<file path="src/sv/rrq_pkg.sv">
// rrq_pkg: operation and status codes shared by the round-robin ready queue.
// No dependencies.
package rrq_pkg;

  localparam int ID_W    = 4;
  localparam int NUM_IDS = 1 << ID_W;
  localparam int LEN_W   = ID_W + 1;

  typedef logic [ID_W-1:0]    task_id_t;
  typedef logic [LEN_W-1:0]   len_t;
  typedef logic [NUM_IDS-1:0] id_mask_t;
  typedef logic [1:0]         mode_t;
  typedef logic [1:0]         status_t;

  localparam mode_t MODE_ADD    = 2'd0;
  localparam mode_t MODE_REMOVE = 2'd1;
  localparam mode_t MODE_SCHED  = 2'd2;
  localparam mode_t MODE_MARK   = 2'd3;

  localparam status_t STATUS_OK       = 2'd0;
  localparam status_t STATUS_NOTFOUND = 2'd1;
  localparam status_t STATUS_EMPTY    = 2'd2;

endpackage

</file>
<file path="src/sv/round_robin_ready_queue.sv">
// round_robin_ready_queue: ready queue of task ids kept as a doubly linked list.
// Depends on rrq_pkg and rrq_ram.
//
// Usage: drive mode, task_id, current_id and current_valid with start high;
// the request is taken at a rising edge where start is high and busy is low.
// The queue is a doubly linked list indexed by task id: one RAM holds the
// successor of each queued task, another its predecessor. Head, tail, count
// and the queued/terminated masks live in flops.
// Latency: the RAMs are read at the accept edge, the following cycle does the
// update and write-back, and the result is on the outputs with done high for
// exactly one cycle after that. busy is high in that one update cycle only,
// so a new request may be taken while done is high: 2 cycles per request,
// set by the one-cycle read latency of the link RAMs.
// The receiver cannot stall; results are valid only while done is high.
// Reset (rst, synchronous) empties the queue and clears all marks and the
// switch counter; no clearing pass is needed since a link entry is read only
// after it was written.
module round_robin_ready_queue
  import rrq_pkg::*;
#(
  parameter int MAX_TASKS = 16
) (
  input  logic           clk,
  input  logic           rst,
  input  logic           start,
  output logic           busy,
  input  logic [1:0]     mode,
  input  logic [3:0]     task_id,
  input  logic [3:0]     current_id,
  input  logic           current_valid,
  output logic           done,
  output logic [3:0]     chosen_id,
  output logic           chosen_valid,
  output logic           switched,
  output logic [1:0]     status,
  output logic [4:0]     queue_length,
  output logic [31:0]    switch_count
);

  localparam int   QUEUE_CAP = (MAX_TASKS < NUM_IDS) ? MAX_TASKS : NUM_IDS;
  localparam len_t CAP_LEN   = LEN_W'(QUEUE_CAP);

  localparam logic ST_IDLE = 1'b0;
  localparam logic ST_EXEC = 1'b1;

  logic     state;
  mode_t    op_mode;
  task_id_t op_task, op_cur;
  logic     op_cur_valid;

  task_id_t head, tail;
  len_t     count;
  id_mask_t queued, terminated;
  logic [31:0] counter;

  task_id_t head_next, tail_next;
  len_t     count_next;
  id_mask_t queued_next, terminated_next;
  logic [31:0] counter_next;

  task_id_t res_id;
  logic     res_valid, res_switched;
  status_t  res_status;

  logic     accept;
  task_id_t rd_addr, nxt_rdata, prv_rdata;
  logic     nxt_we, prv_we;
  task_id_t nxt_waddr, nxt_wdata, prv_waddr, prv_wdata;

  assign busy   = (state == ST_EXEC);
  assign accept = start && !busy;
  assign rd_addr = (mode == MODE_SCHED) ? head : task_id;

  rrq_ram #(.WIDTH(ID_W), .DEPTH(NUM_IDS)) u_next_ram (
    .clk(clk), .we(nxt_we), .waddr(nxt_waddr), .wdata(nxt_wdata),
    .raddr(rd_addr), .rdata(nxt_rdata)
  );

  rrq_ram #(.WIDTH(ID_W), .DEPTH(NUM_IDS)) u_prev_ram (
    .clk(clk), .we(prv_we), .waddr(prv_waddr), .wdata(prv_wdata),
    .raddr(rd_addr), .rdata(prv_rdata)
  );

  always_comb begin
    head_next       = head;
    tail_next       = tail;
    count_next      = count;
    queued_next     = queued;
    terminated_next = terminated;
    counter_next    = counter;
    res_id          = '0;
    res_valid       = 1'b0;
    res_switched    = 1'b0;
    res_status      = STATUS_OK;
    nxt_we          = 1'b0;
    nxt_waddr       = tail;
    nxt_wdata       = op_task;
    prv_we          = 1'b0;
    prv_waddr       = op_task;
    prv_wdata       = tail;
    if (state == ST_EXEC) begin
      case (op_mode)
        MODE_ADD: begin
          if (queued[op_task] || count >= CAP_LEN) begin
            res_status = STATUS_NOTFOUND;
          end else begin
            terminated_next[op_task] = 1'b0;
            queued_next[op_task]     = 1'b1;
            count_next               = count + LEN_W'(1);
            tail_next                = op_task;
            if (count == '0) begin
              head_next = op_task;
            end else begin
              nxt_we = 1'b1;
              prv_we = 1'b1;
            end
          end
        end
        MODE_REMOVE: begin
          if (!queued[op_task]) begin
            res_status = STATUS_NOTFOUND;
          end else begin
            queued_next[op_task] = 1'b0;
            count_next           = count - LEN_W'(1);
            if (op_task == head) begin
              head_next = nxt_rdata;
            end else begin
              nxt_we    = 1'b1;
              nxt_waddr = prv_rdata;
              nxt_wdata = nxt_rdata;
            end
            if (op_task == tail) begin
              tail_next = prv_rdata;
            end else begin
              prv_we    = 1'b1;
              prv_waddr = nxt_rdata;
              prv_wdata = prv_rdata;
            end
          end
        end
        MODE_SCHED: begin
          if (count == '0) begin
            res_status = STATUS_EMPTY;
          end else begin
            res_id       = head;
            res_valid    = 1'b1;
            res_switched = !op_cur_valid || (op_cur != head);
            if (res_switched) begin
              counter_next = counter + 32'd1;
            end
            if (terminated[head]) begin
              queued_next[head] = 1'b0;
              count_next        = count - LEN_W'(1);
              head_next         = nxt_rdata;
            end else if (count != LEN_W'(1)) begin
              head_next = nxt_rdata;
              tail_next = head;
              nxt_we    = 1'b1;
              nxt_wdata = head;
              prv_we    = 1'b1;
              prv_waddr = head;
            end
          end
        end
        MODE_MARK: begin
          terminated_next[op_task] = 1'b1;
        end
        default: begin
        end
      endcase
    end
  end

  always_ff @(posedge clk) begin
    if (rst) begin
      state      <= ST_IDLE;
      done       <= 1'b0;
      head       <= '0;
      tail       <= '0;
      count      <= '0;
      queued     <= '0;
      terminated <= '0;
      counter    <= '0;
    end else begin
      done <= (state == ST_EXEC);
      if (accept) begin
        state <= ST_EXEC;
      end else begin
        state <= ST_IDLE;
      end
      head       <= head_next;
      tail       <= tail_next;
      count      <= count_next;
      queued     <= queued_next;
      terminated <= terminated_next;
      counter    <= counter_next;
    end
  end

  always_ff @(posedge clk) begin
    if (accept) begin
      op_mode      <= mode;
      op_task      <= task_id;
      op_cur       <= current_id;
      op_cur_valid <= current_valid;
    end
    if (state == ST_EXEC) begin
      chosen_id    <= res_id;
      chosen_valid <= res_valid;
      switched     <= res_switched;
      status       <= res_status;
      queue_length <= count_next;
      switch_count <= counter_next;
    end
  end

  // list length always matches the queued mask
  assert property (@(posedge clk) disable iff (rst)
    $countones(queued) == 32'(count))
    else $error("queue count does not match queued mask");

  assert property (@(posedge clk) disable iff (rst)
    count <= CAP_LEN)
    else $error("queue count above capacity");

  assert property (@(posedge clk) disable iff (rst)
    busy |=> done && !busy)
    else $error("request did not complete in one update cycle");

  assert property (@(posedge clk) disable iff (rst)
    done && chosen_valid |-> status == STATUS_OK)
    else $error("schedule result inconsistent");

  assert property (@(posedge clk) disable iff (rst)
    done && !chosen_valid |-> chosen_id == '0 && !switched)
    else $error("unexpected pick without schedule");

endmodule

</file>
<file path="src/sv/rrq_ram.sv">
// rrq_ram: generic single-write, single-read RAM with registered read data.
// No dependencies.
module rrq_ram #(
  parameter int WIDTH = 4,
  parameter int DEPTH = 16
) (
  input  logic                     clk,
  input  logic                     we,
  input  logic [$clog2(DEPTH)-1:0] waddr,
  input  logic [WIDTH-1:0]         wdata,
  input  logic [$clog2(DEPTH)-1:0] raddr,
  output logic [WIDTH-1:0]         rdata
);

  logic [WIDTH-1:0] mem [DEPTH];

  always_ff @(posedge clk) begin
    if (we) begin
      mem[waddr] <= wdata;
    end
    rdata <= mem[raddr];
  end

endmodule
</file>
<file path="config.mk">
export PLATFORM = sky130hd
export DESIGN_NAME = round_robin_ready_queue
export DESIGN_NICKNAME = d
export VERILOG_FILES = /design/src/sv/rrq_pkg.sv /design/src/sv/round_robin_ready_queue.sv /design/src/sv/rrq_ram.sv
export SDC_FILE = /design/constraint.sdc
export NUM_CORES = 1
export LEC_CHECK = 0
export BUFFER_PORTS_ARGS = -buffer_cell sky130_fd_sc_hd__buf_2
export CORE_ASPECT_RATIO = 0.75
export CORE_MARGIN = 8
export CORE_UTILIZATION = 50
export DETAILED_ROUTE_END_ITERATION = 8
export HOLD_SLACK_MARGIN = 0.06
export MAX_ROUTING_LAYER = met4
export PLACE_DENSITY = 0.64
export SETUP_SLACK_MARGIN = 0.02
export SYNTH_ARGS = -nofsm -noshare
export SYNTH_HDL_FRONTEND = slang
export SYNTH_HIERARCHICAL = 1
export SYNTH_SLANG_ARGS = --single-unit
</file>
<file path="constraint.sdc">
create_clock -name clk -period 4.8 [get_ports clk]
set_input_delay 0.24 -clock clk [delete_from_list [all_inputs] [get_ports clk]]
set_output_delay 0.24 -clock clk [all_outputs]
set_load 0.03 [all_outputs]
</file>
# Word-level counts from Yosys, hierarchy flattened
# Memories as Yosys holds them, arrays and structs flattened. A register that Yosys moved wholly into a read port is not among the register bits.
# Index checks and enable logic that the tools add are counted.
[word_totals]
reg_bits = 135
mem_bits_rw = 128
input_bits = 14
memories = 2
[memory_table]
columns = ["name", "words", "word_bits", "read_ports", "rd_ports_with_merged_regs", "wr", "line_no", "rtl"]
rows = [
  ["u_next_ram.mem", 16, 4, 1, 1, 1, "rrq_ram.sv:15", "logic [WIDTH-1:0] mem [DEPTH];"],
  ["u_prev_ram.mem", 16, 4, 1, 1, 1, "rrq_ram.sv:15", ""],
]
[classes]
addsub = 3
order_cmp = 5
n_eq_ne = 18
mux = 82
n_bitwise = 8
n_reduce_logical = 16
[op_table]
columns = ["cell", "n"]
rows = [
  ["2-to-1 mux 32 bit", 4],
  ["2-to-1 mux 4 bit", 31],
  ["2-to-1 mux 16 bit", 5],
  ["bitwise AND 16 bit", 3],
  ["one-hot mux 16 bit (3 select lines)", 1],
  ["adder 32 x 1 -> 32 bit, second input constant", 1],
  ["inverter 16 bit", 2],
  ["OR 16 bit", 2],
  ["one-hot mux 16 bit (2 select lines)", 1],
  ["2-to-1 mux 5 bit", 5],
  ["one-hot mux 4 bit (3 select lines)", 2],
  ["2-to-1 mux 1 bit", 22],
  ["inequality test 2 bit, second input constant", 9],
  ["one-hot mux 4 bit (2 select lines)", 2],
  ["AND reduction 8 bit", 2],
  ["one-hot mux 5 bit (3 select lines)", 1],
  ["less-than comparator 4 x 5 -> 1 bit, second input constant", 2],
  ["binary-select mux 1 bit (select 4 bit)", 2],
  ["demux 1 bit (select 4 bit)", 2],
  ["equality test 4 bit", 2],
  ["greater-or-equal comparator 4 x 1 -> 1 bit, second input constant", 2],
  ["equality test 2 bit, second input constant", 3],
  ["one-hot mux 1 bit (3 select lines)", 2],
  ["one-hot mux 2 bit (3 select lines)", 1],
  ["19 further kinds", 23],
]

# Depth between registers and ports, before layout
[depth]
depth_word = 9
mapped_depth = 10
mapped_depth_nobuf = 10

# Cells and area by module
# The synthesis kept the hierarchy.
[by_module_without_submodules]
columns = ["mod", "instances", "cells_each", "area_per_inst_um2"]
rows = [
  ["round_robin_ready_queue", 1, 731, 7088.0],
  ["rrq_ram", 2, 130, 2666.3],
]

# Worst setup path after synthesis
# Ideal clock, no wire load.
[synth_timing]
path_type = "reg2reg"
start = "register state (netlist: busy)"
end = "memory u_prev_ram.mem[0][0], enable pin"
setup_ps = 361
arrival_time_ps = 3544
required_time_ps = 4439
setup_slack_ps = 894
stages_incl_launch_ff = 7
path_buffers = 0
period_less_slack_ps = 3906
path_cell_list = "dfxtp_1 inv_1 or3_1 a22o_1 o21bai_1 or3b_2 nor3_1"
[synth_between]
word_cells_on_any_way = 4
[synth_lines]
columns = ["element", "line_no", "rtl"]
rows = [
  ["start: declaration", "round_robin_ready_queue.sv:46", "logic state;"],
  ["start signal: assignment", "round_robin_ready_queue.sv:176", "state <= ST_IDLE;"],
  ["start signal: assignment", "round_robin_ready_queue.sv:187", "state <= ST_EXEC;"],
  ["start signal: assignment", "round_robin_ready_queue.sv:189", "state <= ST_IDLE;"],
  ["2-to-1 mux 4 bit", "round_robin_ready_queue.sv:101", "if (state == ST_EXEC) begin"],
  ["named net prv_waddr[2]", "round_robin_ready_queue.sv:68", "task_id_t nxt_waddr, nxt_wdata, prv_waddr, prv_wdata;"],
  ["end: declaration", "rrq_ram.sv:15", ""],
]
# The timed path passes the listed nets, and every way through them passes these cells.

# Worst setup path in the final report
[layout_timing]
start = "register head[0]"
end = "memory u_prev_ram.mem[0][3], enable pin"
[layout_between]
word_cells_on_any_way = 13
[layout_lines]
columns = ["element", "line_no", "rtl"]
rows = [
  ["start: declaration", "round_robin_ready_queue.sv:51", "task_id_t head, tail;"],
  ["start signal: assignment", "round_robin_ready_queue.sv:191", "head <= head_next;"],
  ["binary-select mux 1 bit (select 4 bit)", "round_robin_ready_queue.sv:151", "if (terminated[head]) begin"],
  ["2-to-1 mux 1 bit (implied by the code)", "round_robin_ready_queue.sv:151", ""],
  ["2-to-1 mux 4 bit", "round_robin_ready_queue.sv:151", ""],
  ["2-to-1 mux 4 bit", "round_robin_ready_queue.sv:142", "if (count == '0) begin"],
  ["one-hot mux 4 bit (2 select lines)", "round_robin_ready_queue.sv:102", "case (op_mode)"],
  ["2-to-1 mux 4 bit", "round_robin_ready_queue.sv:101", ""],
  ["named net prv_waddr[2]", "round_robin_ready_queue.sv:68", ""],
]
# The timed path passes the listed nets, and every way through them passes these cells. The select of a mux whose other input is x is not followed.

==> metrics.cfg <==
[run_status]
status=finished, final reports clean

[yosys]
synth_area_per_cell_um2=12.5
synth_flop_cell=edfxtp_1
synthCells=991
synth_edf_count=184
synth_nets=1014
synth_area_um2=12400
synth.distinct_cells=59
yosysSeqAreaShare_pct=58.5
ys_warn_count=6
postSynth.asyncResetShare_pct=0
synth-seq-cells=271

[timing]
timing.final.crit_share_pct=84.0
grt_setup_unrepaired=false
max_freq_mhz=248
setup_violations=0
finalSetupTns_ps=0
final_max_slew_viol_count=0
skew_ps=11.3
slew_headroom_pct=17.9
tightest_slew_ps=1230
hold_viol=0
period_minus_slack_ps=4030

[power]
power_frac_comb_pct=8.1
intPower_mw=3.91
p_seq_share_pct=50.9
sw_frac_of_total_pct=23.1
p_leak_nw=4.91
power.density_nw_per_um2=366
switchingPower_mw=1.17
p_clk_share_pct=41.0
irDropWorstVdd_v=0.000262

[critical_path]
cp_slowest_cell=dfxtp_1
critical_path_class=reg2reg
max_stage_delay_ps=600
cp_num_buf_inv=0
start_kind=flip-flop
crit_required_ps=4970
worstPathArrival_ps=4200
critPathMaxFanout=11
critPathTopFamily=simple AND/OR/NAND/NOR gates
cp-end-kind=flip-flop
crit_chain=mux4_2 > a22oi_1 > a31oi_1 > or3_1 > a22o_1 > o21bai_1 > or3b_2 > nor3_1

[finish]
syn2layout_area_growth_pct=12.0
fin_nets=1063
final_util_pct=56.3
num_antenna_cells=0
drive_above_1_share_pct=14.6

[floorplanning]
fp.coreArea_um2=24700
ios=61
initial_core_util_pct=50.3
fp.dieH_um=152
dieArea_um2=30200
rows=50
die-width_um=198

[global_routing]
grt_usage_pct=18.9
first_global_vias=7712
grt_pass1_wl_mm=44.3
grt_max_degree=81
antenna_found_initial=1
overflow=0

[cts]
cts_sinks=271
cts-root-buf=clkbuf_16
clkLatencyLatePin_ps=530
numCtsBuffers=27
cts.reportedPaths.clkPinSlew_ps=60
cts_buffer_depth=3
tritoncts=built
cts_max_level=1

[run]
drv_cap=0

[routing]
wire_per_inst_um=20.2
first_pass_iters=6
antenna_left=0
drtIter0Drc=837
vias=8221
viasPerCell=5.88
drc=0
routed_wl_mm=28.3

[hold_path]
min-delay-path-class=in2reg

[placed_design]
dp_hpwl_mm=19.2
gp_congestion=0.891
port_buffers=60

[stage by stage]
step | hold slack [ps] | cells | cell area, um2 | setup slack, ps | power, mW
2_1_floorplan | 339 | 991 | 12400 | 894 | 2.92
3_3_place_gp | 429 | 1338 | 12900 | 916 | 3.04
3_5_place_dp | 431 | 1338 | 12900 | 777 | 3.04
4_1_cts | 387 | 1398 | 13900 | 776 | 5.13
5_1_grt | 400 | 1398 | 13900 | 447 | 5.27
6_report | 397 | 1398 | 13900 | 769 | 5.09
[sequential cells by signal, indices dropped and copies added, names as in the netlist, named ones only]
| register | flops |
|---|---|
| busy | 1 |
| chosen_id | 4 |
| chosen_valid | 1 |
| count | 5 |
| counter | 32 |
| done | 1 |
| head | 4 |
| op_cur | 4 |
| op_cur_valid | 1 |
| op_mode | 2 |
| op_task | 4 |
| queue_length | 5 |
| queued | 16 |
| status | 2 |
| switch_count | 32 |
| switched | 1 |
| tail | 4 |
| u_next_ram/mem | 64 |
| u_next_ram/rdata | 4 |
| u_prev_ram/mem | 64 |
| u_prev_ram/rdata | 4 |
[power groups by stage]
stage | Sequential (mW) | Clock [mW] | Combinational (mW)
after floorplan | 2.64 | 0 | 0.283
after global placement | 2.64 | 0 | 0.402
after detailed placement | 2.64 | 0 | 0.403
after CTS | 2.59 | 2.13 | 0.413
after global routing | 2.59 | 2.23 | 0.449
final | 2.59 | 2.09 | 0.414
[synthesized netlist by cell type, types with 16 or more instances]
master,n,share of area [%]
a31oi_1,36,1.8
clkbuf_1,40,1.2
dfxtp_1,87,14
edfxtp_1,184,44
mux2_2,16,1.5
mux4_1,28,5.9
nand2_1,66,2.0
nand3_1,39,1.6
nor2_1,75,2.3
nor2b_1,62,3.1
nor3_1,25,1.0
o21ai_0,39,1.6
o31ai_1,20,1.2
or3_1,19,0.96
xnor2_1,17,1.2
xor2_1,24,1.7
[layout make-up]
type	instances	area, um2
Multi-Input combinational cell	643	4790
Clock buffer	33	718
Clock inverter	16	164
Inverter	13	48.8
Sequential cell	271	7270
Timing Repair Buffer	84	508
Tap cell	338	423
Fill cell	1971	10800
[metal layers]
layer  part of all wire [%]  wire length, um  track usage (%)
met1                     48            13600             29.0
met2                     41            11600             25.1
met3                    9.1             2570             4.41
met4                    2.0              554             3.83
met5                      0                0                -
[final timing paths]
path / cells after the start / slack (ps) / endpoint / from
min: 2 / 400 / op_task[0]$_DFFE_PP_ / start
max: 8 / 770 / u_prev_ram/mem[0][3]$_DFFE_PP_ / head[0]$_SDFFE_PP0P_
min reg2reg: 2 / 490 / queued[12]$_SDFFE_PP0P_ / queued[12]$_SDFFE_PP0P_
max reg2reg: 8 / 770 / u_prev_ram/mem[0][3]$_DFFE_PP_ / head[0]$_SDFFE_PP0P_
[cells in the final DEF, fill, tap and decap left out, types with 24 or more instances in the layout]
master       n
mux4_1      28
a31oi_1     36
nor2b_1     62
xor2_1      24
nand3_1     39
clkbuf_16   27
buf_2       60
nor2_1      75
o21ai_0     38
nand2_1     66
nor3_1      25
edfxtp_1   184
dfxtp_1     86
[cells by family (layout without fill, tap and decap cells)]
family | Yosys count | after routing | share of synthesized area (%)
AO/OA/AOI/OAI | 159 | 159 | 8.68
XOR/XNOR | 41 | 41 | 2.89
AND/OR/NAND/NOR | 363 | 363 | 15.3
multiplexers | 71 | 71 | 10.8
flip-flops | 271 | 271 | 58.5
adder cells (fa/ha/maj) | 9 | 9 | 0.907
buffers and inverters | 77 | 146 | 2.98
[worst reg2reg max path: stages, from the launching register on]
cell and delay [ps]:
dfxtp_1 600, mux4_2 560, a22oi_1 440, a31oi_1 230
or3_1 420, a22o_1 270, o21bai_1 190, or3b_2 530
nor3_1 430
[what timing repair did]
item                      in CTS  in global routing
hold buffers                  11                  0
hold endpoints to repair      11                  0
resized for setup              0                  0
setup buffers                  0                  0
Note: power is estimated with default switching activity, not from simulation.
